**src/avt_pkg.sv**
```systemverilog
`timescale 1ns / 1ps
`default_nettype none

package avt_pkg;

	localparam int unsigned FRAC_BITS = 16;
	localparam int unsigned CW        = 32;
	localparam int unsigned RW        = 64;
	localparam int unsigned PW        = 2 * CW;
	localparam int unsigned SW        = PW + 2;
	localparam int unsigned TW        = SW + 1;
	localparam int unsigned IDXW      = 3;

	typedef logic signed [CW-1:0] coord_t;
	typedef logic [RW-1:0]        row_word_t;

	typedef struct packed {
		coord_t x;
		coord_t y;
		coord_t z;
	} vec3_t;

	typedef struct packed {
		logic  first;
		vec3_t pos;
	} vertex_t;

	typedef struct packed {
		logic upd;
		logic restart;
	} box_ctl_t;

	typedef enum logic [IDXW-1:0] {
		REG_ENABLE     = 3'd0,
		REG_ROW_X_LIN  = 3'd1,
		REG_ROW_X_REST = 3'd2,
		REG_ROW_Y_LIN  = 3'd3,
		REG_ROW_Y_REST = 3'd4,
		REG_ROW_Z_LIN  = 3'd5,
		REG_ROW_Z_REST = 3'd6,
		REG_UNUSED     = 3'd7
	} reg_idx_t;

	localparam row_word_t ONE_LO = row_word_t'(64'd1 << FRAC_BITS);
	localparam row_word_t ONE_HI = row_word_t'(64'd1 << (FRAC_BITS + CW));

	localparam coord_t COORD_MAX = {1'b0, {(CW-1){1'b1}}};
	localparam coord_t COORD_MIN = {1'b1, {(CW-1){1'b0}}};

endpackage

`default_nettype wire

```
**src/avt_bbox.sv**
```systemverilog
`timescale 1ns / 1ps
`default_nettype none

module avt_bbox (
	input  wire logic              clk,
	input  wire logic              arst_n,
	input  wire avt_pkg::box_ctl_t ctl,
	input  wire avt_pkg::vec3_t    pt,
	output avt_pkg::vec3_t         lo,
	output avt_pkg::vec3_t         hi
);
	import avt_pkg::*;

	vec3_t lo_q;
	vec3_t hi_q;
	vec3_t lo_d;
	vec3_t hi_d;

	always_comb begin
		lo_d.x = (ctl.restart || $signed(pt.x) < $signed(lo_q.x)) ? pt.x : lo_q.x;
		lo_d.y = (ctl.restart || $signed(pt.y) < $signed(lo_q.y)) ? pt.y : lo_q.y;
		lo_d.z = (ctl.restart || $signed(pt.z) < $signed(lo_q.z)) ? pt.z : lo_q.z;
		hi_d.x = (ctl.restart || $signed(pt.x) > $signed(hi_q.x)) ? pt.x : hi_q.x;
		hi_d.y = (ctl.restart || $signed(pt.y) > $signed(hi_q.y)) ? pt.y : hi_q.y;
		hi_d.z = (ctl.restart || $signed(pt.z) > $signed(hi_q.z)) ? pt.z : hi_q.z;
	end

	always_ff @(posedge clk or negedge arst_n) begin
		if (!arst_n) begin
			lo_q <= '{x: COORD_MAX, y: COORD_MAX, z: COORD_MAX};
			hi_q <= '{x: COORD_MIN, y: COORD_MIN, z: COORD_MIN};
		end else if (ctl.upd) begin
			lo_q <= lo_d;
			hi_q <= hi_d;
		end
	end

	assign lo = lo_q;
	assign hi = hi_q;

endmodule

`default_nettype wire

```
**config.mk**
```make
export PLATFORM = sky130hd
export DESIGN_NAME = avt_bbox
export DESIGN_NICKNAME = d
export VERILOG_FILES = /design/src/avt_pkg.sv /design/src/avt_bbox.sv
export SDC_FILE = /design/constraint.sdc
export NUM_CORES = 1
export LEC_CHECK = 0
export BUFFER_PORTS_ARGS = -buffer_cell sky130_fd_sc_hd__buf_2
export CORE_UTILIZATION = 45
export CTS_CLUSTER_DIAMETER = 30
export CTS_CLUSTER_SIZE = 12
export DETAILED_ROUTE_END_ITERATION = 6
export PLACE_DENSITY = 0.69
export SLEW_MARGIN = 15
export SYNTH_ARGS = -nofsm -noshare
export SYNTH_HDL_FRONTEND = slang
export SYNTH_SLANG_ARGS = --single-unit
```
**constraint.sdc**
```tcl
create_clock -name clk -period 3 [get_ports clk]
set_input_delay 0 -clock clk [delete_from_list [all_inputs] [get_ports clk]]
set_output_delay 0 -clock clk [all_outputs]
set_load 0.01 [all_outputs]
```
# Yosys cells after proc, flatten, opt, wreduce, memory -nomap -nowiden
# Index checks and enable logic that the tools add are counted.
[totals] wordCells=24 reg_bits=192
[classes] order_cmp=6 n_reduce_logical=12
[ops] op="32-bit > comparator" count=3
[ops] op="32-bit less-than comparator" count=3
[ops] op="2-bit AND reduction" count=6
[ops] op="1-bit logical OR" count=6

# Depth between registers and ports, before layout
# Gate-level depths: netlist of the first run.
[logic_depth] word_depth=3 ltp_mapped=11 ltp_nobuf=9

# Worst setup path before layout of the first run
# Ideal clock, no wire load.
[synth_path] path_type="register -> register" startpoint="register lo_q, in the netlist lo[77]" endpoint="register lo_q, in the netlist lo[65]" required_time_ns=2.918 path_stages_with_launch=10 path_slack_ns=0.390 n_path_buf=1 arrival_ns=2.528 path_cell_list="dfstp_2 -> inv_1 -> ha_1 -> a21o_1 -> a21o_1 -> a211oi_2 -> a31oi_2 -> o41ai_4 -> buf_6 -> mux2_4"
[synth_via] elab_chain_len=3
[synth_rtl] item="start, declared" line_no="avt_bbox.sv:14" source="vec3_t lo_q;"
[synth_rtl] item="start signal, assigned" line_no="avt_bbox.sv:30" source="lo_q <= '{x: COORD_MAX, y: COORD_MAX, z: COORD_MAX};"
[synth_rtl] item="start signal, assigned" line_no="avt_bbox.sv:33" source="lo_q <= lo_d;"
[synth_rtl] item="32-bit less-than comparator" line_no="avt_bbox.sv:20" source="lo_d.x = (ctl.restart || $signed(pt.x) < $signed(lo_q.x)) ? pt.x : lo_q.x;"
[synth_rtl] item="1-bit logical OR" line_no="avt_bbox.sv:20"
[synth_rtl] item="2-bit AND reduction (no source line)"
# Every way passes these cells.
# A chain may end at the register's enable or synchronous reset.

# Worst setup path in the final report of the first run
[layout_path] startpoint="register hi_q, in the netlist hi[63]" endpoint="register hi_q, in the netlist hi[39]"
[layout_via] elab_chain_len=3
[layout_rtl] item="start, declared" line_no="avt_bbox.sv:15" source="vec3_t hi_q;"
[layout_rtl] item="start signal, assigned" line_no="avt_bbox.sv:31" source="hi_q <= '{x: COORD_MIN, y: COORD_MIN, z: COORD_MIN};"
[layout_rtl] item="start signal, assigned" line_no="avt_bbox.sv:34" source="hi_q <= hi_d;"
[layout_rtl] item="32-bit > comparator" line_no="avt_bbox.sv:24" source="hi_d.y = (ctl.restart || $signed(pt.y) > $signed(hi_q.y)) ? pt.y : hi_q.y;"
[layout_rtl] item="1-bit logical OR" line_no="avt_bbox.sv:24"
[layout_rtl] item="2-bit AND reduction (no source line)"
# Every way passes these cells.

==> results of run 1 <==
registers in the layout (all words and copies together) (netlist names):
signal / flops
hi: 96
lo: 96
synth_stat cells (all sizes together) (2+ instances only):
cell type / count / area share
a2111oi: 4 / 0.0042
a211oi: 5 / 0.0030
a21o: 22 / 0.012
a21oi: 90 / 0.032
a221oi: 2 / 0.0017
a222oi: 50 / 0.035
a31o: 2 / 0.0012
a31oi: 6 / 0.0041
a41oi: 3 / 0.0018
and2: 2 / 0.00088
and3: 2 / 0.00088
buf: 35 / 0.015
clkbuf: 59 / 0.016
dfrtp: 96 / 0.17
dfstp: 96 / 0.18
ha: 189 / 0.17
inv: 257 / 0.068
mux2: 65 / 0.059
nand2: 89 / 0.024
nand2b: 7 / 0.0031
nand3: 119 / 0.042
nand4: 63 / 0.028
nand4b: 3 / 0.0018
nor2: 78 / 0.021
nor2b: 5 / 0.0022
nor3: 8 / 0.0028
nor4: 4 / 0.0022
o211ai: 35 / 0.018
o21a: 6 / 0.0032
o21ai: 45 / 0.016
o21bai: 2 / 0.0011
o311ai: 33 / 0.020
o32ai: 62 / 0.038
or3: 2 / 0.00088
or4: 2 / 0.0011
logic make-up (layout without fill, tap and decap cells):
logic type                 after synthesis  in the layout  share of synthesized area
AOI/OAI and AO/OA                      372            372                      0.197
adders and majority gates              189            189                      0.166
buffers and inverters                  351            714                     0.0983
DFF                                    192            192                      0.347
muxes                                   66             66                     0.0601
and+or+nand+nor                        388            388                      0.132
other                                    0              1                          0
cell type report:
class	count	share of cell area
Antenna cell	1	0.000141
Tap cell	396	0.0278
Clock inverter	13	0.00788
Sequential cell	192	0.277
Clock buffer	19	0.0255
Timing Repair Buffer	425	0.160
Multi-Input combinational cell	1015	0.447
Inverter	257	0.0544
through the flow:
step	area, sq um	setup slack [ns]	hold slack [ns]	std cells	util
final	17800	0.210	0.137	2318	0.577
after global routing	17800	-0.00255	0.163	2317	0.577
after detailed placement	16200	0.0914	0.126	2185	0.525
after global placement	16200	0.194	0.121	2185	0.525
after floorplan	14200	0.390	-0.296	1558	-
after CTS	17800	0.0654	0.113	2315	0.576
where the power goes:
part	switching, uW	internal, uW	leakage [uW]
combinational	5470	3960	0.00617
sequential	966	4220	0.00212
clock	1160	1230	0.000293
total	7600	9410	0.00859
timing repair:
action | CTS | global route
hold endpoints to repair | 233 | 0
endpoints found under the setup margin | 0 | 30
hold buffers | 98 | 0
buffers inserted | 0 | 2
resized for setup | 0 | 5
per-layer routing:
metal  up-vias  GRT usage  part of all wire  routed length, um
li1       6420          -                 -                  -
met1      6664      0.349              0.43              18900
met2       524      0.447              0.48              20900
met3        74     0.0480             0.063               2760
met4         0      0.100             0.027               1170
met5         -          0                 0                  0
final timing paths:
| kind | cells after the start | startpoint | slack, ns | end |
|---|---|---|---|---|
| max | 9 | hi[63]$_DFFE_PN1P_ | 0.21 | hi[39]$_DFFE_PN0P_ |
| min | 4 | ctl[0] | 0.14 | hi[32]$_DFFE_PN0P_ |
| min reg2reg | 2 | lo[50]$_DFFE_PN1P_ | 0.50 | lo[50]$_DFFE_PN1P_ |
| max in group asynchronous | 3 | arst_n | 1.85 | hi[63]$_DFFE_PN1P_ |
| min in group asynchronous | 2 | arst_n | 0.17 | hi[76]$_DFFE_PN0P_ |
| max reg2reg | 9 | hi[63]$_DFFE_PN1P_ | 0.21 | hi[39]$_DFFE_PN0P_ |
critical path: cells and delay by family, from the launching register on:
family | cells | cell delay [ns]
AO/OA/AOI/OAI | 3 | 0.62
multiplexers | 1 | 0.64
flip-flops | 1 | 0.55
adder cells (fa/ha/maj) | 1 | 0.29
AND/OR/NAND/NOR | 3 | 0.51
buffers and inverters | 1 | 0.06
==> qor.yml, run 1 <==
status: "finished, violations left"
violations: "design-rule violations"
worstPathArrival_ns: 3.12
fp-row-count: 64
drive_above_1_share: 0.267
critPathMaxStageDelay_ns: 0.64
h-tree-depth: 4
maxCapViolations: 0
synth_area_per_cell_sq_um: 9.12
grt_pass1_wl_um: 71200
ant_nets: 0
leakage_uw: 0.00859
crit_required_ns: 3.33
power_density_nw_per_um2: 956
p_total_uw: 17000
cts_max_path_buffers: 2
regArea_sq_um: 4920
yosysSeqAreaShare: 0.347
critPathKind: "reg -> reg"
cts_made_buffers: 17
die_height_um: 180
final_net_count: 2197
cts_root_buffer: "clkbuf_16"
path_clk_slew_ns: 0.07
finalSetupViolations: 0
die_x_um: 180
period_share: 0.930
core_sq_um: 30800
fin_skew_ns: 0.0168
endpoint_kind: "register"
slew_violations: 0
cts_tree: "done"
worstPathCellList: "inv_1, ha_1, nand3_1, o21a_1, o21ai_0, nand2b_1, mux2_2, nand4_1, o311ai_1"
ys_async_sr_fraction: 1.00
port_buffers: 291
hold_class: "in -> reg"
place_congestion: 0.835
vias: 13682
synth.distinct_cells: 61
dr.pass1.iters: 7
synth_ff_type: "dfstp_2"
layout.cells.most_common_list: "buf_2 (289), inv_1 (256), ha_1 (189)"
drtIter0Drc: 1277
antenna_found_initial: 0
hold_viol: 0
dp.final_hpwl_um: 30200
final_common_cell: "buf_2"
slowest_stage: "mux2_2"
ys_seq_elements: 192
start_util: 0.461
grt_start_max_net_pins: 98
crit_fanout: 32
cts.sinks: 192
syn-cell-area_sq_um: 14200
grt_pass1_vias: 13741
nFillCells: 2652
drc_errors: 41
critPathLaunchType: "register"
fmax_mhz: 358
period_needed_ns: 2.79
ir_drop_mv: 0.415
viasPerCell: 5.90
worst_pin_slew_ns: 1.14
grt_overflow_total: 0
synth-edff-count: 0
multiInputGateArea_sq_um: 7960
wire_per_inst_um: 18.9
tns_ns: 0
clk_latency_ns: 0.45
die_area_sq_um: 32300
synthCells: 1558
slew_headroom: 0.237
wl_um: 43700
yosysWarnings: 0
num_io_pins: 292
syn-num-nets: 1847
area_growth_pct: 25.2
global_route.usage.total: 0.269
Power figures use the tool's default switching activity.
==> run 2: changes to the inputs <==
--- a/config.mk
+++ b/config.mk
@@ -11,6 +11,7 @@
 export CTS_CLUSTER_SIZE = 12
 export DETAILED_ROUTE_END_ITERATION = 6
 export PLACE_DENSITY = 0.69
+export REMOVE_ABC_BUFFERS = 1
 export SLEW_MARGIN = 15
 export SYNTH_ARGS = -nofsm -noshare
 export SYNTH_HDL_FRONTEND = slang
==> run 2 against run 1 <==
Effect of this change:
- the run still ends with design-rule violations left
- worst setup slack lost 0.11 ns
- die area did not move
- total power up 0.91%
- sequential share of layout area shrank 0.078 points
- count of clock-buffer cells in the layout is 2 higher
- routed wire length increased by 3.2%
- flip-flop and latch count stayed put
- non-clock buffer count up 3
- maximum frequency decreased by 3.8%
- clock power down 2%
- critical endpoint is now hi[81]$_DFFE_PN0P_
==> qor.yml, run 2 (synthesis results as in run 1) <==
critPathMaxStageDelay_ns: 0.55  # was 0.64 ns
worst_pin_slew_ns: 0.850  # was 1.14 ns
cts_tree: "done"  # unchanged
crit_fanout: 32  # unchanged
reg2reg_depth: 11  # was 9
wire_per_inst_um: 19.4  # was 18.9 um
num_io_pins: 292  # unchanged
slew_violations: 0  # unchanged
min_to: "hi[31]$_DFFE_PN1P_"  # was hi[32]$_DFFE_PN0P_
cts_max_path_buffers: 2  # unchanged
dp.cells: 2188  # was 2,185
grt_pass1_vias: 13736  # was 13,741
clk_latency_ns: 0.45  # about the same
start_util: 0.461  # unchanged
min_from: "ctl[1]"  # was ctl[0]
fin_skew_ns: 0.0209  # was 0.0168 ns
drive_above_1_share: 0.267  # about the same
cts_root_buffer: "clkbuf_16"  # unchanged
grt_pass1_wl_um: 72500  # was 71,200 um
fp-row-count: 64  # unchanged
die_area_sq_um: 32300  # unchanged
ir_drop_mv: 0.574  # was 0.415 mV
finalSetupViolations: 0  # unchanged
drtIter0Drc: 1112  # was 1,277
grt.met3_usage: 0.0594  # was 0.0480
slew_headroom: 0.434  # was 0.237
rsz0062_at_grt: "true"
core_sq_um: 30800  # unchanged
maxCapViolations: 0  # unchanged
reg2reg_from: "hi[65]$_DFFE_PN0P_"  # was hi[63]$_DFFE_PN1P_
fmax_mhz: 345  # was 358 MHz
final_common_cell: "buf_2"  # unchanged
hold_viol: 0  # unchanged
use_met1: 0.354  # was 0.349
dr.pass1.iters: 7  # unchanged
area_growth_pct: 25.6  # was 25.2%
period_share: 0.966  # was 0.930
grt_start_max_net_pins: 95  # was 98
path_clk_slew_ns: 0.08  # was 0.07 ns
critPathLaunchType: "register"  # unchanged
worstHoldPathCells: 4  # unchanged
h-tree-depth: 4  # unchanged
reg2reg_to: "hi[81]$_DFFE_PN0P_"  # was hi[39]$_DFFE_PN0P_
cts.sinks: 192  # unchanged
port_buffers: 291  # unchanged
endpoint_kind: "register"  # unchanged
global_route.usage.total: 0.276  # was 0.269
drc_errors: 23  # was 41
slowest_stage: "a2111oi_1"  # was mux2_2
grt_overflow_total: 0  # unchanged
critPathKind: "reg -> reg"  # unchanged
die_x_um: 180  # unchanged
period_needed_ns: 2.90  # was 2.79 ns
final_net_count: 2200  # was 2,197
stdcell_count: 2323  # was 2,318
ant_nets: 0  # unchanged
status: "finished, violations left"  # unchanged
met2_usage: 0.457  # was 0.447
regToRegSetupSlack_ns: 0.10  # was 0.21 ns
worstPathArrival_ns: 3.22  # was 3.12 ns
antenna_found_initial: 3  # was 0
cts_made_buffers: 17  # unchanged
vias: 13742  # was 13,682
violations: "design-rule violations"  # unchanged
dp.final_hpwl_um: 30700  # was 30,200 um
place_congestion: 0.870  # was 0.835
grt-busiest-layer: "met2"  # unchanged
power_density_nw_per_um2: 962  # was 956 nW/um^2
worstPathCellList: "inv_1, ha_1, nor2b_1, o211ai_1, a2111oi_1, buf_4, o311ai_1, a21oi_1, o21ai_4, buf_12, mux2_1"  # was inv_1, ha_1, nand3_1, o21a_1, o21ai_0, nand2b_1, mux2_2, nand4_1, o311ai_1
leakage_uw: 0.00861  # was 0.00859 uW
wl_um: 45100  # was 43,700 um
crit_required_ns: 3.32  # was 3.33 ns
p_total_uw: 17200  # was 17,000 uW
die_height_um: 180  # unchanged
viasPerCell: 5.92  # was 5.90
layout.cells.most_common_list: "buf_2 (289), inv_1 (256), ha_1 (189)"  # unchanged
hold_class: "in -> reg"  # unchanged
nFillCells: 2676  # was 2,652
-- run 2: changes by cell type in the layout (fill, tap and decap cells not counted), sizes merged --
cell	before	now
dlygate4sd3	98	97
diode	1	3
clkinv	3	5
inv	265	260
bufinv	1	2
clkbuf	20	23
buf	326	329
-- run 2: how the worst max path moves through the flow --
stage	start	endpoint	slack (ns)	cells past startpoint
detailed placement	hi[65]$_DFFE_PN0P_	hi[78]$_DFFE_PN0P_	-0.005	11
global placement	hi[75]$_DFFE_PN0P_	hi[68]$_DFFE_PN0P_	0.08	10
global route	lo[91]$_DFFE_PN1P_	lo[95]$_DFFE_PN0P_	-0.06	10
CTS	hi[63]$_DFFE_PN1P_	hi[50]$_DFFE_PN0P_	0.07	9
floorplan	hi[31]$_DFFE_PN1P_	hi[0]$_DFFE_PN0P_	-1.05	8
finish	hi[65]$_DFFE_PN0P_	hi[81]$_DFFE_PN0P_	0.10	11
-- run 2: report_power, final --
| part | total, uW | internal (uW) | leakage [uW] | switching (uW) |
|---|---|---|---|---|
| clock network | 2350 | 1260 | 0.000282 | 1090 |
| registers | 5200 | 4220 | 0.00212 | 978 |
| logic | 9610 | 4010 | 0.00621 | 5600 |
-- run 2: final cells by class --
| cell class | count | area (sq um) | share of cell area |
|---|---|---|---|
| Timing Repair Buffer | 428 | 2890 | 0.162 |
| Multi-Input combinational cell | 1015 | 7980 | 0.447 |
| Antenna cell | 3 | 7.51 | 0.000421 |
| Clock inverter | 11 | 130 | 0.00729 |
| Sequential cell | 192 | 4920 | 0.276 |
| Clock buffer | 21 | 450 | 0.0252 |
| Inverter | 257 | 967 | 0.0542 |
| Tap cell | 396 | 495 | 0.0278 |
-- run 2: repair_timing --
action | in CTS | in global routing
hold buffers | 97 | 0
cloned | 0 | 2
endpoints found under the setup margin | 29 | 51
resized for setup | 1 | 8
buffers inserted | 0 | 1
pin swaps | 0 | 2
endpoints found under the hold margin | 237 | 0
-- run 2: critical path: cells and delay by family, from the launching register on --
kind / cells / cell delay [ns]
AOI/OAI and AO/OA: 5 / 1.12
adders and majority gates: 1 / 0.29
buffers and inverters: 3 / 0.46
DFF: 1 / 0.38
muxes: 1 / 0.34
and+or+nand+nor: 1 / 0.15
-- run 2: layer usage --
| metal | wire (um) | part of all wire |
|---|---|---|
| met1 | 19000 | 0.42 |
| met2 | 21400 | 0.47 |
| met3 | 3660 | 0.081 |
| met4 | 1170 | 0.026 |
| met5 | 0 | 0 |
-- run 2: stage by stage --
step | util | cell area [sq um] | hold slack (ns) | setup TNS, ns | worst slack (ns)
floorplan | - | 13800 | -0.296 | -87.92 | -1.05
global placement | 0.526 | 16200 | 0.162 | 0 | 0.0769
detailed placement | 0.526 | 16200 | 0.161 | -0.0112 | -0.00503
CTS | 0.576 | 17800 | 0.102 | 0 | 0.0717
global route | 0.579 | 17800 | 0.141 | -0.521 | -0.0553
finish | 0.579 | 17800 | 0.121 | 0 | 0.101
==> run 3: changes to the inputs <==
--- a/config.mk
+++ b/config.mk
@@ -11,7 +11,9 @@
 export CTS_CLUSTER_SIZE = 12
 export DETAILED_ROUTE_END_ITERATION = 6
 export PLACE_DENSITY = 0.69
+export RECOVER_POWER = 25
 export REMOVE_ABC_BUFFERS = 1
+export SKIP_LAST_GASP = 1
 export SLEW_MARGIN = 15
 export SYNTH_ARGS = -nofsm -noshare
 export SYNTH_HDL_FRONTEND = slang
==> run 3 against run 2 <==
Effect of this change:
- the run ends with design-rule violations, max-capacitance violations, max-slew violations left
- utilization decreased by 0.25 points
- via count increased by 0.10%
- clock skew decreased by 0.00096 ns
- flip-flop and latch count stayed put
- non-clock buffer count is the same
- global-route usage unchanged
- hold slack worse by 0.00077 ns
- clock power is essentially flat
- register-to-register slack worse by 0.02 ns
- combinational power fell by 1%
- sequential share of layout area is 0.12 points higher
- largest cell class unchanged
- highest routed layer unchanged
==> qor.yml, run 3 (synthesis results as in run 1) <==
core_sq_um: 30800  # unchanged
dp.cells: 2188  # unchanged
h-tree-depth: 4  # unchanged
clk_latency_ns: 0.45  # about the same
status: "finished, violations left"  # unchanged
die_area_sq_um: 32300  # unchanged
endpoint_kind: "register"  # unchanged
grt_pass1_wl_um: 72500  # unchanged
stdcell_count: 2323  # unchanged
crit_required_ns: 3.38  # was 3.32 ns
drc_errors: 20  # was 23
grt_overflow_total: 0  # unchanged
hold_viol: 0  # unchanged
hold_class: "in -> reg"  # unchanged
viasPerCell: 5.92  # about the same
ir_drop_mv: 0.572  # was 0.574 mV
fin_skew_ns: 0.0199  # was 0.0209 ns
finalSetupViolations: 0  # unchanged
port_buffers: 291  # unchanged
drtIter0Drc: 1073  # was 1,112
critPathLaunchType: "register"  # unchanged
crit_fanout: 16  # was 32
p_switching_uw: 7660  # was 7670 uW
period_needed_ns: 2.92  # was 2.90 ns
p_int_uw: 9410  # was 9490 uW
critPathMaxStageDelay_ns: 0.55  # about the same
seqPwrFrac: 0.305  # was 0.303
wl_um: 44900  # was 45,100 um
crit_family: "compound AO/OA/AOI/OAI gates"  # unchanged
clkPwrFrac: 0.138  # was 0.137
period_share: 0.973  # was 0.966
final_util: 0.576  # was 0.579
dp.final_hpwl_um: 30700  # unchanged
nFillCells: 2702  # was 2,676
global_route.usage.total: 0.276  # unchanged
area_growth_pct: 25.0  # was 25.6%
multiInputGateArea_sq_um: 7980  # unchanged
fp-row-count: 64  # unchanged
start_util: 0.461  # unchanged
leakage_uw: 0.00848  # was 0.00861 uW
cts.sinks: 192  # unchanged
worstPathCellList: "inv_1, ha_1, a21oi_1, o21ai_0, a221oi_1, o21ai_2, o41ai_4, buf_4, buf_6, mux2_4"  # was inv_1, ha_1, nor2b_1, o211ai_1, a2111oi_1, buf_4, o311ai_1, a21oi_1, o21ai_4, buf_12, mux2_1
path_buf_inv: 3  # unchanged
final_net_count: 2200  # unchanged
die_height_um: 180  # unchanged
vias: 13756  # was 13,742
slowest_stage: "dfstp_2"  # was a2111oi_1
grt_pass1_vias: 13736  # unchanged
ant_nets: 0  # unchanged
slew_violations: 93  # was 0
swShare: 0.449  # was 0.447
num_io_pins: 292  # unchanged
cts_made_buffers: 17  # unchanged
slew_headroom: -0.735  # was 0.434
layout.cells.most_common_list: "inv_1 (256), buf_2 (242), ha_1 (189)"  # was buf_2 (289), inv_1 (256), ha_1 (189)
cts_root_buffer: "clkbuf_16"  # unchanged
antenna_found_initial: 3  # unchanged
die_x_um: 180  # unchanged
critPathKind: "reg -> reg"  # unchanged
wire_per_inst_um: 19.3  # was 19.4 um
path_clk_slew_ns: 0.08  # about the same
rsz0062_at_grt: "true"  # unchanged
cts_max_path_buffers: 2  # unchanged
power_density_nw_per_um2: 961  # was 962 nW/um^2
drive_above_1_share: 0.243  # was 0.267
regArea_sq_um: 4920  # unchanged
dr.pass1.iters: 7  # unchanged
place_congestion: 0.870  # unchanged
grt_start_max_net_pins: 95  # unchanged
worst_pin_slew_ns: 2.60  # was 0.850 ns
final_common_cell: "inv_1"  # was buf_2
pwr-share-comb: 0.557  # was 0.560
worstPathArrival_ns: 3.30  # was 3.22 ns
violations: "design-rule violations, max-capacitance violations, max-slew violations"  # was design-rule violations
cts_tree: "done"  # unchanged
fmax_mhz: 342  # was 345 MHz
maxCapViolations: 1  # was 0
-- run 3: cell types whose count changed in the layout (fill, tap and decap cells not counted), sizes merged --
| cell | change |
|---|---|
| clkbuf | +47 |
| buf | -47 |
-- run 3: path summary, 6_finish.rpt --
| check | depth (start not counted) | end | slack (ns) | start |
|---|---|---|---|---|
| min | 4 | hi[31]$_DFFE_PN1P_ | 0.12 | ctl[1] |
| min in group asynchronous | 2 | hi[64]$_DFFE_PN0P_ | 0.89 | arst_n |
| max | 10 | lo[90]$_DFFE_PN1P_ | 0.08 | lo[91]$_DFFE_PN1P_ |
| min reg2reg | 2 | lo[22]$_DFFE_PN1P_ | 0.49 | lo[22]$_DFFE_PN1P_ |
| max reg2reg | 10 | lo[90]$_DFFE_PN1P_ | 0.08 | lo[91]$_DFFE_PN1P_ |
| max in group asynchronous | 2 | hi[93]$_DFFE_PN0P_ | 0.59 | arst_n |
-- run 3: timing repair --
action                     CTS  global route
setup endpoints to repair   29            51
cloned                       0             2
hold buffers                97             0
gates resized for setup      1             6
buffers inserted             0             1
pin swaps                    0             2
hold endpoints to repair   237             0
-- run 3: layout make-up --
type                    instances  area share
flip-flops and latches        192       0.277
clock inverters                11     0.00732
clock buffers                  21      0.0254
well taps                     396      0.0279
inverters                     257      0.0544
multi-input cells            1015       0.449
diodes                          3    0.000423
repair buffers                428       0.158
-- run 3: power groups by stage --
| stage | clock network (uW) | registers [uW] | logic (uW) |
|---|---|---|---|
| 2_1_floorplan | 0 | 5600 | 5180 |
| 3_3_place_gp | 0 | 5160 | 9000 |
| 3_5_place_dp | 0 | 5200 | 9290 |
| 4_1_cts | 2410 | 5170 | 9430 |
| 5_1_grt | 2500 | 5370 | 10500 |
| 6_report | 2350 | 5210 | 9510 |
-- run 3: tightest hold or removal path: stages --
cell and delay (ns):
buf_2 0.13, buf_4 0.24, nand3_1 0.11, o211ai_1 0.08
-- run 3: per-stage QoR --
stage / hold slack (ns) / TNS (ns) / setup WS, ns / instance area [sq um] / total power, uW
floorplan: -0.296 / -87.92 / -1.05 / 13800 / 10800
global placement: 0.162 / 0 / 0.0769 / 16200 / 14200
detailed placement: 0.161 / -0.0112 / -0.00503 / 16200 / 14500
CTS: 0.102 / 0 / 0.0717 / 17800 / 17000
global route: 0.141 / -1.60 / -0.0930 / 17800 / 18400
finish: 0.120 / 0 / 0.0797 / 17800 / 17100
-- run 3: metal layers --
layer | GRT usage | wire length (um) | up-vias
met5 | 0 | 0 | -
met4 | 0.101 | 1200 | 0
li1 | - | - | 6429
met3 | 0.0594 | 3450 | 76
met1 | 0.354 | 19000 | 6671
met2 | 0.457 | 21300 | 580
